<file path="src/hdl/cgcr_pkg.sv">
// Shared types and constants for the circle vs. tile grid collision resolver.
// Holds item structs, sequencer states and the request/response of the div/sqrt unit.
// No dependencies.
package cgcr_pkg;

    // grid geometry
    localparam int GRID_WIDTH  = 32;
    localparam int GRID_HEIGHT = 32;
    localparam int MAP_DEPTH   = 1024;
    localparam int MAP_AW      = 10;
    localparam int IDX_W       = 16;  // row*W+col for grids up to 256x256

    // datapath widths
    localparam int CFG_W  = 24;
    localparam int POS_W  = 40;       // running position and box coordinates
    localparam int CC_W   = 36;       // nearest cell column / row
    localparam int OP_W   = 25;       // multiplier operand
    localparam int PROD_W = 50;
    localparam int NUM_W  = 50;       // div/sqrt dividend or radicand
    localparam int DEN_W  = 26;
    localparam int REM_W  = 28;
    localparam int CNT_W  = 6;
    localparam int SQRT_STEPS = NUM_W / 2;

    // item operations
    localparam logic OP_WRITE = 1'b0;
    localparam logic OP_QUERY = 1'b1;

    // configuration register indexes and reset values
    localparam logic [1:0] CFG_CELL_SIZE     = 2'd0;
    localparam logic [1:0] CFG_PLAYER_RADIUS = 2'd1;
    localparam logic [CFG_W-1:0] CELL_SIZE_RST = 24'd262144;
    localparam logic [CFG_W-1:0] RADIUS_RST    = 24'd65536;

    typedef struct packed {
        logic               operation;
        logic [9:0]         cell_index;
        logic               cell_wall;
        logic signed [31:0] pos_x;
        logic signed [31:0] pos_z;
    } t_in_item;

    typedef struct packed {
        logic               collided;
        logic signed [31:0] resolved_x;
        logic signed [31:0] resolved_z;
    } t_out_item;

    // shared iterative unit
    typedef struct packed {
        logic             go;
        logic             root;   // 1: integer square root, 0: divide
        logic [NUM_W-1:0] num;
        logic [DEN_W-1:0] den;
    } t_unit_req;

    typedef struct packed {
        logic             done;
        logic [NUM_W-1:0] quo;
        logic [REM_W-1:0] rem;
    } t_unit_rsp;

    typedef enum logic [4:0] {
        S_CLEAR,
        S_IDLE,
        S_DIVX,
        S_DIVZ,
        S_RSQ,
        S_R2,
        S_ADDR,
        S_WALL,
        S_CHK,
        S_SQX,
        S_SQZ,
        S_CMP,
        S_ROOT,
        S_QSQX,
        S_QSQZ,
        S_QSUM,
        S_QSTART,
        S_QROOT,
        S_PMUL,
        S_PSTART,
        S_PWAIT,
        S_NEXT,
        S_DONE
    } t_state;

endpackage

</file>
<file path="src/hdl/cgcr_divsqrt.sv">
// Shared iterative unit: restoring unsigned division (one quotient bit a cycle)
// or truncating integer square root (one root bit a cycle).
// Depends on cgcr_pkg.
module cgcr_divsqrt (
    input  logic                  i_clk,
    input  logic                  i_rst_n,
    input  cgcr_pkg::t_unit_req   i_req,
    output cgcr_pkg::t_unit_rsp   o_rsp
);

    logic                          r_busy, n_busy;
    logic                          r_done, n_done;
    logic                          r_root, n_root;
    logic [cgcr_pkg::CNT_W-1:0]    r_cnt, n_cnt;
    logic [cgcr_pkg::NUM_W-1:0]    r_num, n_num;
    logic [cgcr_pkg::DEN_W-1:0]    r_den, n_den;
    logic [cgcr_pkg::NUM_W-1:0]    r_quo, n_quo;
    logic [cgcr_pkg::REM_W-1:0]    r_rem, n_rem;
    logic [cgcr_pkg::REM_W-1:0]    t_div, t_sq, trial;
    logic                          last;

    // one step of divide or root
    always_comb begin
        t_div  = {r_rem[cgcr_pkg::REM_W-2:0], r_num[cgcr_pkg::NUM_W-1]};
        t_sq   = {r_rem[cgcr_pkg::REM_W-3:0], r_num[cgcr_pkg::NUM_W-1 -: 2]};
        trial  = {r_quo[cgcr_pkg::REM_W-3:0], 2'b01};
        last   = 1'b0;
        n_busy = r_busy;
        n_done = 1'b0;
        n_root = r_root;
        n_cnt  = r_cnt;
        n_num  = r_num;
        n_den  = r_den;
        n_quo  = r_quo;
        n_rem  = r_rem;
        if (i_req.go) begin
            n_busy = 1'b1;
            n_root = i_req.root;
            n_num  = i_req.num;
            n_den  = i_req.den;
            n_quo  = '0;
            n_rem  = '0;
            n_cnt  = '0;
        end else if (r_busy) begin
            if (r_root) begin
                if (t_sq >= trial) begin
                    n_rem = t_sq - trial;
                    n_quo = {r_quo[cgcr_pkg::NUM_W-2:0], 1'b1};
                end else begin
                    n_rem = t_sq;
                    n_quo = {r_quo[cgcr_pkg::NUM_W-2:0], 1'b0};
                end
                n_num = {r_num[cgcr_pkg::NUM_W-3:0], 2'b00};
                last  = (r_cnt == cgcr_pkg::CNT_W'(cgcr_pkg::SQRT_STEPS - 1));
            end else begin
                if (t_div >= {2'b00, r_den}) begin
                    n_rem = t_div - {2'b00, r_den};
                    n_quo = {r_quo[cgcr_pkg::NUM_W-2:0], 1'b1};
                end else begin
                    n_rem = t_div;
                    n_quo = {r_quo[cgcr_pkg::NUM_W-2:0], 1'b0};
                end
                n_num = {r_num[cgcr_pkg::NUM_W-2:0], 1'b0};
                last  = (r_cnt == cgcr_pkg::CNT_W'(cgcr_pkg::NUM_W - 1));
            end
            n_cnt = r_cnt + 1'b1;
            if (last) begin
                n_busy = 1'b0;
                n_done = 1'b1;
            end
        end
    end

    // control state
    always_ff @(posedge i_clk) begin
        if (!i_rst_n) begin
            r_busy <= 1'b0;
            r_done <= 1'b0;
        end else begin
            r_busy <= n_busy;
            r_done <= n_done;
        end
    end

    // datapath
    always_ff @(posedge i_clk) begin
        r_root <= n_root;
        r_cnt  <= n_cnt;
        r_num  <= n_num;
        r_den  <= n_den;
        r_quo  <= n_quo;
        r_rem  <= n_rem;
    end

    assign o_rsp.done = r_done;
    assign o_rsp.quo  = r_quo;
    assign o_rsp.rem  = r_rem;

endmodule
</file>
<file path="config.mk">
export PLATFORM = sky130hd
export DESIGN_NAME = cgcr_divsqrt
export DESIGN_NICKNAME = d
export VERILOG_FILES = /design/src/hdl/cgcr_pkg.sv /design/src/hdl/cgcr_divsqrt.sv
export SDC_FILE = /design/constraint.sdc
export NUM_CORES = 1
export LEC_CHECK = 0
export BUFFER_PORTS_ARGS = -buffer_cell sky130_fd_sc_hd__buf_4
export CORE_AREA = 2 2 189 191
export DETAILED_ROUTE_END_ITERATION = 8
export DIE_AREA = 0 0 191 193
export GPL_TIMING_DRIVEN = 0
export PLACE_DENSITY = 0.48
export SKIP_CTS_REPAIR_TIMING = 1
export SYNTH_ARGS = -nofsm -noshare
export SYNTH_HDL_FRONTEND = slang
export SYNTH_SLANG_ARGS = --single-unit
</file>
<file path="constraint.sdc">
create_clock -name i_clk -period 3.8 [get_ports i_clk]
set_input_delay 0.57 -clock i_clk [delete_from_list [all_inputs] [get_ports i_clk]]
set_output_delay 0.57 -clock i_clk [all_outputs]
set_load 0.01 [all_outputs]
</file>
### Word level (Yosys, flattened, before mapping)

Cells that the tools add are included.

| word-level totals | value |
|---|---|
| bits in registers | 163 |
| output and inout port bits | 79 |
| logic and storage cells | 35 |

| operators by class | value |
|---|---|
| $add $sub $neg | 3 |
| order comparisons | 2 |
| equal/unequal tests | 2 |
| multiplexer cells | 16 |
| bitwise logic cells | 2 |
| reductions and logical operators | 2 |

Operators with widths:

| cell | number |
|---|---|
| 2-to-1 mux 50 bit | 3 |
| 2-to-1 mux 28 bit | 3 |
| >= comparator 28 x 26 -> 1 bit | 1 |
| >= comparator 28 bit | 1 |
| subtractor 28 x 26 -> 28 bit | 1 |
| subtractor 28 bit | 1 |
| 2-to-1 mux 1 bit | 10 |
| adder 6 x 1 -> 6 bit, second input constant | 1 |
| equality test 6 x 5 -> 1 bit, second input constant | 1 |
| equality test 6 bit, second input constant | 1 |
| OR reduction 3 bit | 1 |
| NOT 1 bit | 2 |
| nonzero test 2 bit | 1 |

### Logic depth before layout (Yosys ltp)

Gate-level depths: netlist of the first run.

| logic depth | value |
|---|---|
| depth in word-level cells | 7 |
| depth in mapped cells | 14 |
| mapped depth without buffers | 12 |

### Least setup slack after synthesis of the first run

No wires, ideal clock.

| timing path | value |
|---|---|
| path kind | register to register |
| start | reg r_num[49] (netlist bit) |
| end | reg r_rem[0] (netlist bit) |
| setup time | 0.178 ns |
| data arrival time | 2.632 ns |
| data required time | 3.622 ns |
| slack | 0.990 ns |
| stages on the path, launching flop included | 15 |
| path buffers | 2 |
| period minus slack after synthesis | 2.810 ns |
| cells stage by stage | edfxtp_1 > inv_1 > ha_1 > fa_1 > nor2b_4 > o31a_4 > o211ai_2 > o2111a_2 > o31a_4 > buf_6 > buf_6 > nand2_1 > o211ai_1 > o211ai_1 > o21ai_0 |

| between the ends | value |
|---|---|
| longest elaborated chain between the ends | 3 |
| elaborated cells on any way between the ends | 6 |
| classes of those cells | 1 x add/sub; 2 x order compare; 3 x mux |

Ends and longest elaborated chain:

| what | RTL line | text |
|---|---|---|
| start: declaration | cgcr_divsqrt.sv:15 | `logic [cgcr_pkg::NUM_W-1:0] r_num, n_num;` |
| start signal: assignment | cgcr_divsqrt.sv:89 | `r_num <= n_num;` |
| subtractor 28 x 26 -> 28 bit (tied with other cells) | cgcr_divsqrt.sv:57 | `n_rem = t_div - {2'b00, r_den};` |
| 2-to-1 mux 28 bit (on tied branches) | cgcr_divsqrt.sv:56, cgcr_divsqrt.sv:46 |  |
| 2-to-1 mux 28 bit (*) | cgcr_divsqrt.sv:45 | `if (r_root) begin` |
| end signal: assignment | cgcr_divsqrt.sv:92 | `r_rem <= n_rem;` |
| end: declaration | cgcr_divsqrt.sv:18 | `logic [cgcr_pkg::REM_W-1:0] r_rem, n_rem;` |

Mark *: on every way between the ends. The rest lies on a longest branch, timed or not.
A chain may end at the register's enable or synchronous reset.

### Final worst setup path of the first run

| timing path | value |
|---|---|
| start | reg r_num[49] (netlist bit) |
| end | reg r_rem[27] (netlist bit) |

| between the ends | value |
|---|---|
| longest elaborated chain between the ends | 3 |
| elaborated cells on any way between the ends | 7 |
| classes of those cells | 2 x add/sub; 2 x order compare; 3 x mux |

Ends and longest elaborated chain:

| what | RTL line |
|---|---|
| subtractor 28 x 26 -> 28 bit (tied with other cells) | cgcr_divsqrt.sv:57 |
| 2-to-1 mux 28 bit (on tied branches) | cgcr_divsqrt.sv:56, cgcr_divsqrt.sv:46 |
| 2-to-1 mux 28 bit (*) | cgcr_divsqrt.sv:45 |

Marked as above.

==> impl_metrics.env, run 1 <==
export IMPL_hold_viol_final=0
export IMPL_slew_violations=0
export IMPL_synth_seq_cells=163
export IMPL_synth_area_leaders="edfxtp_1 22%, dfxtp_1 17%, mux2i_1 11%"
export IMPL_outcome="finished clean"
export IMPL_die_h_um=193
export IMPL_crit_family="compound AO/OA/AOI/OAI gates"
export IMPL_yosysTopAreaCellShare_pct=22.4
export IMPL_power_per_cell_area_nw_per_um2=521
export IMPL_nets=1443
export IMPL_crit_slowest_cell="o31ai_4"
export IMPL_worst_pin_slew_ns=0.897
export IMPL_clk_pin_slew_worst_paths_ns=0.08
export IMPL_synth_edff_count=77
export IMPL_finalSetupViolCount=0
export IMPL_grt_pass1_wl_um=48900
export IMPL_core_um2=35000
export IMPL_drc=0
export IMPL_vias_per_cell=4.96
export IMPL_synthMuxAreaShare_pct=11.2
export IMPL_dr_pass1_iters=4
export IMPL_antenna_found_initial=0
export IMPL_critPathArrivalTime_ns=3.81
export IMPL_instances_no_fill=1781
export IMPL_ys_flop_type="dfxtp_1"
export IMPL_syn_area_um2=10300
export IMPL_grt_max_degree=35
export IMPL_yosysWarnings=0
export IMPL_grt_util_all_layers_pct=17.2
export IMPL_hpwlAfterDp_um=24200
export IMPL_synth_compound_area_share_pct=19.6
export IMPL_cts_root_buffer="clkbuf_16"
export IMPL_final_antenna_net_count=0
export IMPL_clockBufferDepth=2
export IMPL_hold_slack_ns=0.294
export IMPL_area_growth_pct=23.1
export IMPL_wire_per_inst_um=17.6
export IMPL_grt_overflow_total=0
export IMPL_leakage_nw=5.49
export IMPL_synth_cells=1129
export IMPL_routed_wl_um=31300
export IMPL_synth_seq_area_share_pct=39.1
export IMPL_netlist_top_cells_count="113 x mux2i_1, 112 x nor2_1, 102 x nand2_1, 86 x dfxtp_1, 82 x o21ai_0"
export IMPL_period_share_pct=90.5
export IMPL_diodes=0
export IMPL_tritoncts="yes"
export IMPL_num_vias=8827
export IMPL_die_area_um2=36900
export IMPL_fin_setup_tns_ns=0
export IMPL_start_util_pct=29.5
export IMPL_max_cap_viol_count=0
export IMPL_finalCriticalPeriod_ns=3.44
export IMPL_post_synth_top_count_cell="mux2i_1"
export IMPL_utilization_pct=36.3
export IMPL_hp_class="in2reg"
export IMPL_io_pins=159
export IMPL_place_congestion=0.861
export IMPL_synth_top_family_by_area="compound AO/OA/AOI/OAI gates"
export IMPL_fillers=3718
export IMPL_synth_xor_area_share_pct=4.33
export IMPL_grt_pass1_vias=8813
export IMPL_fmax_ghz=0.291
export IMPL_async_flop_share_pct=0
export IMPL_ctsHtreeMaxLevel=4
export IMPL_vdd_drop_max_v=0.000395
export IMPL_crit_type="reg2reg"
export IMPL_numPortBuffers=158
export IMPL_critPathBufInv=1
export IMPL_dp_cells=1749
export IMPL_rows=69
export IMPL_die_w_um=191
export IMPL_synth_nets=1265
export IMPL_clock_sinks=163
export IMPL_crit_path_cell_trace="inv_1 > ha_1 > fa_1 > nor2b_4 > o31a_4 > o211ai_2 > o2111a_2 > o31ai_4 > o311ai_1 > xnor2_1 > nor2_1 > o31ai_2"
export IMPL_power_total_mw=6.62
export IMPL_drt_iter0_drc=523
export IMPL_clock_skew_ns=0.0163
export IMPL_worstSetupStartpointType="register"
export IMPL_cp_required_ns=4.17
export IMPL_rsz0062_at_grt="false"
export IMPL_numCtsBuffers=17
export IMPL_yosys_area_top_type="edfxtp_1"
export IMPL_end_kind="register"
export IMPL_synthAdderAreaFrac_pct=6.86
export IMPL_clock_latency_ns=0.45
export IMPL_maxSlewHeadroom_pct=40.2
export IMPL_synth_cell_types=81
export IMPL_final_layout_size_suffix_gt1_share_pct=18.3
export IMPL_syn_area_per_cell_um2=9.14
export IMPL_max_stage_delay_ns=0.50
export IMPL_yosys_area_share_simple_pct=13.3
export IMPL_crit_path_max_fanout=8
-- power by group --
group	switching [mW]	internal, mW
Combinational	1.51	1.12
Sequential	0.165	1.99
Clock	0.816	1.01
-- cell type report --
class                      count  area, µm²  area share [%]
buffer                        63        299            2.35
clock buffer                  19        443            3.49
clock inverter                13        163            1.28
inverter                      78        293            2.30
multi-input combinational    825       5690            44.8
sequential                   163       4030            31.7
tap                          461        577            4.54
timing repair buffer         159       1210            9.49
-- path summary, 6_finish.rpt --
check | from | to | slack [ns] | cells after the start
min reg2reg | r_rem[27] | r_rem[27] | 0.48 | 2
max reg2reg | r_num[49] | r_rem[27] | 0.36 | 12
max | r_num[49] | r_rem[27] | 0.36 | 12
min | i_req[18] | r_den[18] | 0.29 | 1
-- flip-flops by register name, indices dropped and copies added, names as in the netlist --
register and cells:
r_num 50, r_quo 50, r_rem 28, r_den 26
r_cnt 6, r_busy 1, r_done 1, r_root 1
-- cell families (layout without fill, tap and decap cells) --
logic type / count (synthesis) / count (layout)
buf+inv: 141 / 332
xor+xnor: 51 / 51
flops: 163 / 163
compound gates: 299 / 299
simple gates: 304 / 304
mux: 115 / 115
fa+ha+maj: 56 / 56
-- per-stage QoR --
step | area [µm²] | setup slack (ns)
2_1_floorplan | 10300 | 0.990
3_3_place_gp | 12100 | 0.307
3_5_place_dp | 12100 | 0.394
4_1_cts | 12700 | 0.357
5_1_grt | 12700 | 0.136
6_report | 12700 | 0.361
-- cells in the final DEF (no fill, tap or decap), types with 21 or more instances in the layout --
cell,netlist,final
buf_4,5,163
mux2i_1,113,113
nor2_1,112,112
nand2_1,102,102
dfxtp_1,86,86
o21ai_0,82,82
inv_1,78,77
edfxtp_1,77,77
a21oi_1,73,73
ha_1,55,55
clkbuf_1,37,38
xnor2_1,26,26
xor2_1,25,25
a21o_1,21,21
-- metal layers --
metal | global-route usage [%] | vias up | wire [µm]
met3 | 4.71 | 28 | 1930
met2 | 28.3 | 224 | 14600
met5 | 0 | - | 0
met1 | 22.4 | 4154 | 14400
li1 | - | 4421 | -
met4 | 4.29 | 0 | 444
Note: power is estimated with default switching activity, not from simulation.
==> run 2: changes to the inputs <==
--- a/config.mk
+++ b/config.mk
@@ -5,10 +5,11 @@
 export SDC_FILE = /design/constraint.sdc
 export NUM_CORES = 1
 export LEC_CHECK = 0
+export ABC_AREA = 1
 export BUFFER_PORTS_ARGS = -buffer_cell sky130_fd_sc_hd__buf_4
-export CORE_AREA = 2 2 189 191
+export CORE_AREA = 2 2 197 199
 export DETAILED_ROUTE_END_ITERATION = 8
-export DIE_AREA = 0 0 191 193
+export DIE_AREA = 0 0 199 201
 export GPL_TIMING_DRIVEN = 0
 export PLACE_DENSITY = 0.48
 export SKIP_CTS_REPAIR_TIMING = 1
==> impl_metrics.env, run 2 <==
export IMPL_outcome="finished clean"
export IMPL_grt_pass1_wl_um=57700
export IMPL_die_w_um=199
export IMPL_hold_viol_final=0
export IMPL_clock_latency_ns=0.45
export IMPL_synth_seq_cells=163
export IMPL_syn_area_um2=11200
export IMPL_r2r_start="r_busy"
export IMPL_grt_pass1_vias=10600
export IMPL_crit_path_max_fanout=59
export IMPL_vdd_drop_max_v=0.000345
export IMPL_wl_met3_um=1550
export IMPL_cts_root_buffer="clkbuf_16"
export IMPL_tritoncts="yes"
export IMPL_clockBufferDepth=2
export IMPL_routed_wl_um=37100
export IMPL_die_area_um2=40000
export IMPL_reg2reg_depth=4
export IMPL_rsz0062_at_grt="false"
export IMPL_met2_length_um=16700
export IMPL_clk_pin_slew_worst_paths_ns=0.08
export IMPL_ctsHtreeMaxLevel=4
export IMPL_vias_per_cell=4.52
export IMPL_finalSetupViolCount=0
export IMPL_netlist_top_cells_count="499 x nand2_1, 282 x inv_1, 179 x nor2_1, 151 x a21oi_1, 111 x nand3_1"
export IMPL_diodes=0
export IMPL_synth_nets=1823
export IMPL_drc=0
export IMPL_routed_top_layer="met4"
export IMPL_met1_length_um=18100
export IMPL_numCtsBuffers=17
export IMPL_synth_seq_area_share_pct=35.9
export IMPL_critPathArrivalTime_ns=3.19
export IMPL_final_antenna_net_count=0
export IMPL_max_cap_viol_count=0
export IMPL_worst_pin_slew_ns=0.925
export IMPL_yosysTopAreaCellShare_pct=20.6
export IMPL_async_flop_share_pct=0
export IMPL_dr_pass1_iters=6
export IMPL_fillers=4194
export IMPL_antenna_found_initial=0
export IMPL_core_um2=38100
export IMPL_numPortBuffers=158
export IMPL_synth_edff_count=77
export IMPL_nets=2000
export IMPL_worstSetupStartpointType="input pin"
export IMPL_instances_no_fill=2395
export IMPL_r2r_end="r_num[44]"
export IMPL_ys_flop_type="dfxtp_1"
export IMPL_hpwlAfterDp_um=30200
export IMPL_rows=72
export IMPL_drt_iter0_drc=684
export IMPL_end_kind="register"
export IMPL_clock_skew_ns=0.0147
export IMPL_final_cell_mix="499 x nand2_1, 282 x inv_1, 179 x nor2_1, 160 x buf_4, 151 x a21oi_1"
export IMPL_period_share_pct=83.1
export IMPL_power_per_cell_area_nw_per_um2=455
export IMPL_clock_sinks=163
export IMPL_hold_slack_ns=0.290
export IMPL_area_growth_pct=21.1
export IMPL_post_synth_top_count_cell="nand2_1"
export IMPL_start_util_pct=29.5
export IMPL_slew_violations=0
export IMPL_crit_type="in2reg"
export IMPL_worst_slack_ns=0.641
export IMPL_hp_class="in2reg"
export IMPL_whs_endpoint="r_den[15]"
export IMPL_final_layout_size_suffix_gt1_share_pct=13.2
export IMPL_yosys_area_top_type="edfxtp_1"
export IMPL_yosysWarnings=0
export IMPL_holdPathStages=1
export IMPL_grt_overflow_total=0
export IMPL_wire_per_inst_um=15.5
export IMPL_pre_cts_slack_ns=0.0693
export IMPL_dp_cells=2363
export IMPL_final_common_cell="nand2_1"
export IMPL_synth_cells=1687
export IMPL_cp_required_ns=3.83
export IMPL_synth_area_leaders="edfxtp_1 21%, nand2_1 17%, dfxtp_1 15%"
export IMPL_hold_start="i_req[15]"
export IMPL_syn_area_per_cell_um2=6.66
export IMPL_maxSlewHeadroom_pct=38.1
export IMPL_power_total_mw=6.19
export IMPL_die_h_um=201
export IMPL_fmax_ghz=0.317
export IMPL_grt_max_degree=60
export IMPL_grt_util_all_layers_pct=18.9
export IMPL_rrSetupSlack_ns=0.86
export IMPL_io_pins=159
export IMPL_reg_top3="r_num (50), r_quo (50), r_rem (28)"
export IMPL_synth_cell_types=44
export IMPL_leakage_nw=6.72
export IMPL_place_congestion=0.874
export IMPL_finalCriticalPeriod_ns=3.16
export IMPL_num_vias=10800
==> run 2: metrics by stage <==
step / util [%] / setup TNS (ns) / area [µm²]
floorplan: - / 0 / 11200
global route: 35.7 / 0 / 13600
detailed placement: 34.3 / 0 / 13100
finish: 35.7 / 0 / 13600
global placement: 34.3 / -64.73 / 13100
CTS: 35.7 / 0 / 13600
==> run 2: area by class of cell <==
cell class	count	area [µm²]	area share, %
buffer	52	263	1.93
clock buffer	19	433	3.18
clock inverter	13	101	0.745
inverter	294	1100	8.11
multi-input combinational	1178	5840	42.9
sequential	163	4030	29.6
tap	518	648	4.76
timing repair buffer	158	1190	8.71
==> run 2: where the power goes <==
| group | switching, mW | internal, mW | leakage, nW |
|---|---|---|---|
| registers | 0.151 | 1.98 | 1.46 |
| logic | 1.57 | 0.830 | 5.02 |
| clock network | 0.811 | 0.846 | 0.248 |
==> run 2: how the worst max path moves through the flow <==
stage / from / endpoint / slack, ns / cells past startpoint
2_1_floorplan: i_req[77] / r_num[0] / 0.77 / 4
3_3_place_gp: i_req[77] / r_num[44] / -1.11 / 5
3_5_place_dp: i_req[77] / r_num[43] / 0.07 / 5
4_1_cts: i_req[77] / r_num[45] / 0.55 / 5
5_1_grt: i_req[77] / r_quo[45] / 0.39 / 6
6_report: i_req[77] / r_num[44] / 0.64 / 5
==> run 2: logic make-up (layout without fill, tap and decap cells) <==
kind of cell	count (synthesis)	in the layout	share of synthesized area, %
buffers and inverters	346	536	12.1
AOI/OAI and AO/OA	252	252	12.2
DFF	163	163	35.9
adders and majority gates	56	56	6.30
xor gates and xnor gates	25	25	1.95
and+or+nand+nor	845	845	31.6
==> run 2: worst max-delay path, stage by stage <==
cell	delay (ns)
buf_4	0.23
clkbuf_1	0.29
nor2_1	0.77
clkinv_1	0.61
clkbuf_4	0.64
==> run 2: routing by layer <==
layer	vias up	track usage [%]
li1	5731	-
met1	4839	26.4
met2	218	29.8
met3	37	2.82
met4	0	6.05
met5	-	0
==> run 3: changes to the inputs <==
==> constraint.sdc (replaced) <==
create_clock -name i_clk -period 2.91 [get_ports i_clk]
set_input_delay 0.4365 -clock i_clk [delete_from_list [all_inputs] [get_ports i_clk]]
set_output_delay 0.4365 -clock i_clk [all_outputs]
set_load 0.01 [all_outputs]
==> impl_metrics.env, run 3 (same netlist as run 2, synthesis figures left out) <==
export IMPL_routed_wl_um=37100
export IMPL_outcome="finished clean"
export IMPL_die_h_um=201
export IMPL_multi_input_area_um2=5850
export IMPL_grt_pass1_wl_um=57700
export IMPL_cp_required_ns=3.26
export IMPL_nets=2001
export IMPL_clock_skew_ns=0.0138
export IMPL_rrSetupSlack_ns=0.21
export IMPL_antenna_found_initial=0
export IMPL_vdd_drop_max_v=0.000462
export IMPL_utilization_pct=35.8
export IMPL_period_share_pct=92.9
export IMPL_crit_slowest_cell="edfxtp_1"
export IMPL_numCtsBuffers=17
export IMPL_grt_pass1_vias=10600
export IMPL_ctsHtreeMaxLevel=4
export IMPL_worst_pin_slew_ns=0.841
export IMPL_area_growth_pct=21.3
export IMPL_die_area_um2=40000
export IMPL_diodes=0
export IMPL_clock_sinks=163
export IMPL_place_congestion=0.874
export IMPL_finalSetupViolCount=0
export IMPL_fmax_ghz=0.370
export IMPL_die_w_um=199
export IMPL_crit_path_max_fanout=10
export IMPL_crit_top_cell="nand3_1"
export IMPL_hold_viol_final=0
export IMPL_finalCriticalPeriod_ns=2.70
export IMPL_crit_type="reg2reg"
export IMPL_pre_cts_slack_ns=-0.687
export IMPL_rows=72
export IMPL_maxSlewHeadroom_pct=43.9
export IMPL_critPathBufInv=4
export IMPL_clock_latency_ns=0.45
export IMPL_crit_family="simple AND/OR/NAND/NOR gates"
export IMPL_r2r_end="r_rem[23]"
export IMPL_num_vias=10800
export IMPL_grt_overflow_total=0
export IMPL_critPathArrivalTime_ns=3.05
export IMPL_numPortBuffers=158
export IMPL_rsz0062_at_grt="false"
export IMPL_dpl_cell_area_um2=13100
export IMPL_vias_per_cell=4.52
export IMPL_seqCellArea_um2=4030
export IMPL_clockBufferDepth=2
export IMPL_max_stage_delay_ns=0.40
export IMPL_grt_max_degree=60
export IMPL_worstSetupStartpointType="register"
export IMPL_cp_depth=16
export IMPL_final_common_cell="nand2_1"
export IMPL_io_pins=159
export IMPL_final_layout_size_suffix_gt1_share_pct=13.5
export IMPL_clk_pin_slew_worst_paths_ns=0.08
export IMPL_reg2reg_depth=16
export IMPL_dr_pass1_iters=6
export IMPL_final_cell_area_um2=13600
export IMPL_power_per_cell_area_nw_per_um2=593
export IMPL_r2r_start="r_num[49]"
export IMPL_core_um2=38100
export IMPL_tritoncts="yes"
export IMPL_crit_path_cell_trace="inv_1 > ha_1 > fa_1 > inv_1 > nand3_1 > nand3_2 > nand3_1 > nand2_2 > nand2_4 > nand2_8 > buf_8 > nand3_1 > nand2_1 > nand3_1 > nand2_1 > inv_1"
export IMPL_final_cell_mix="498 x nand2_1, 282 x inv_1, 177 x nor2_1, 161 x buf_4, 151 x a21oi_1"
export IMPL_start_util_pct=29.5
export IMPL_final_antenna_net_count=0
export IMPL_cp_startpoint="r_num[49]"
export IMPL_max_cap_viol_count=0
export IMPL_hp_class="in2reg"
export IMPL_wire_per_inst_um=15.5
export IMPL_hpwlAfterDp_um=30200
export IMPL_drt_iter0_drc=672
export IMPL_critPathCapture="r_rem[23]"
export IMPL_drc=0
export IMPL_reg_top3="r_num (50), r_quo (50), r_rem (28)"
export IMPL_slew_violations=0
export IMPL_grt_util_all_layers_pct=18.9
export IMPL_fillers=4195
export IMPL_worst_slack_ns=0.207
export IMPL_leakage_nw=6.73
export IMPL_cts_root_buffer="clkbuf_16"
export IMPL_end_kind="register"
-- run 3: area by class of cell --
type                            count  area share (%)
Buffer                             52            1.93
Clock buffer                       19            3.18
Clock inverter                     13           0.743
Inverter                          294            8.12
Multi-Input combinational cell   1178            42.9
Sequential cell                   163            29.6
Tap cell                          518            4.75
Timing Repair Buffer              159            8.75
-- run 3: metrics by stage --
step                      hold WS, ns  setup TNS (ns)  total power, mW  cells
after detailed placement        0.445          -51.42             5.97   2363
after CTS                       0.132          -10.96             8.16   2395
final                           0.158               0             8.09   2396
after global routing            0.139               0             8.67   2396
after global placement          0.446         -118.64             5.96   2363
after floorplan                 0.475               0             4.96   1687
-- run 3: report_power, final --
group	switching (mW)	internal [mW]
sequential	0.197	2.59
clock	1.05	1.10
combinational	2.05	1.09
-- run 3: worst min-delay path by stage --
stage	from	endpoint	cells after the start	slack, ns
floorplan	r_cnt[0]	r_cnt[0]	2	0.48
global placement	r_rem[27]	r_rem[27]	2	0.45
detailed placement	r_rem[27]	r_rem[27]	2	0.45
CTS	i_req[15]	r_den[15]	1	0.13
global route	i_req[0]	r_den[0]	1	0.14
finish	i_req[15]	r_den[15]	1	0.16
-- run 3: routing by layer --
layer	GRT usage [%]	share of wire [%]	wire length, µm
met1	26.4	49	18200
met2	29.8	45	16700
met3	2.82	4.0	1480
met4	6.05	1.9	701
met5	0	0	0
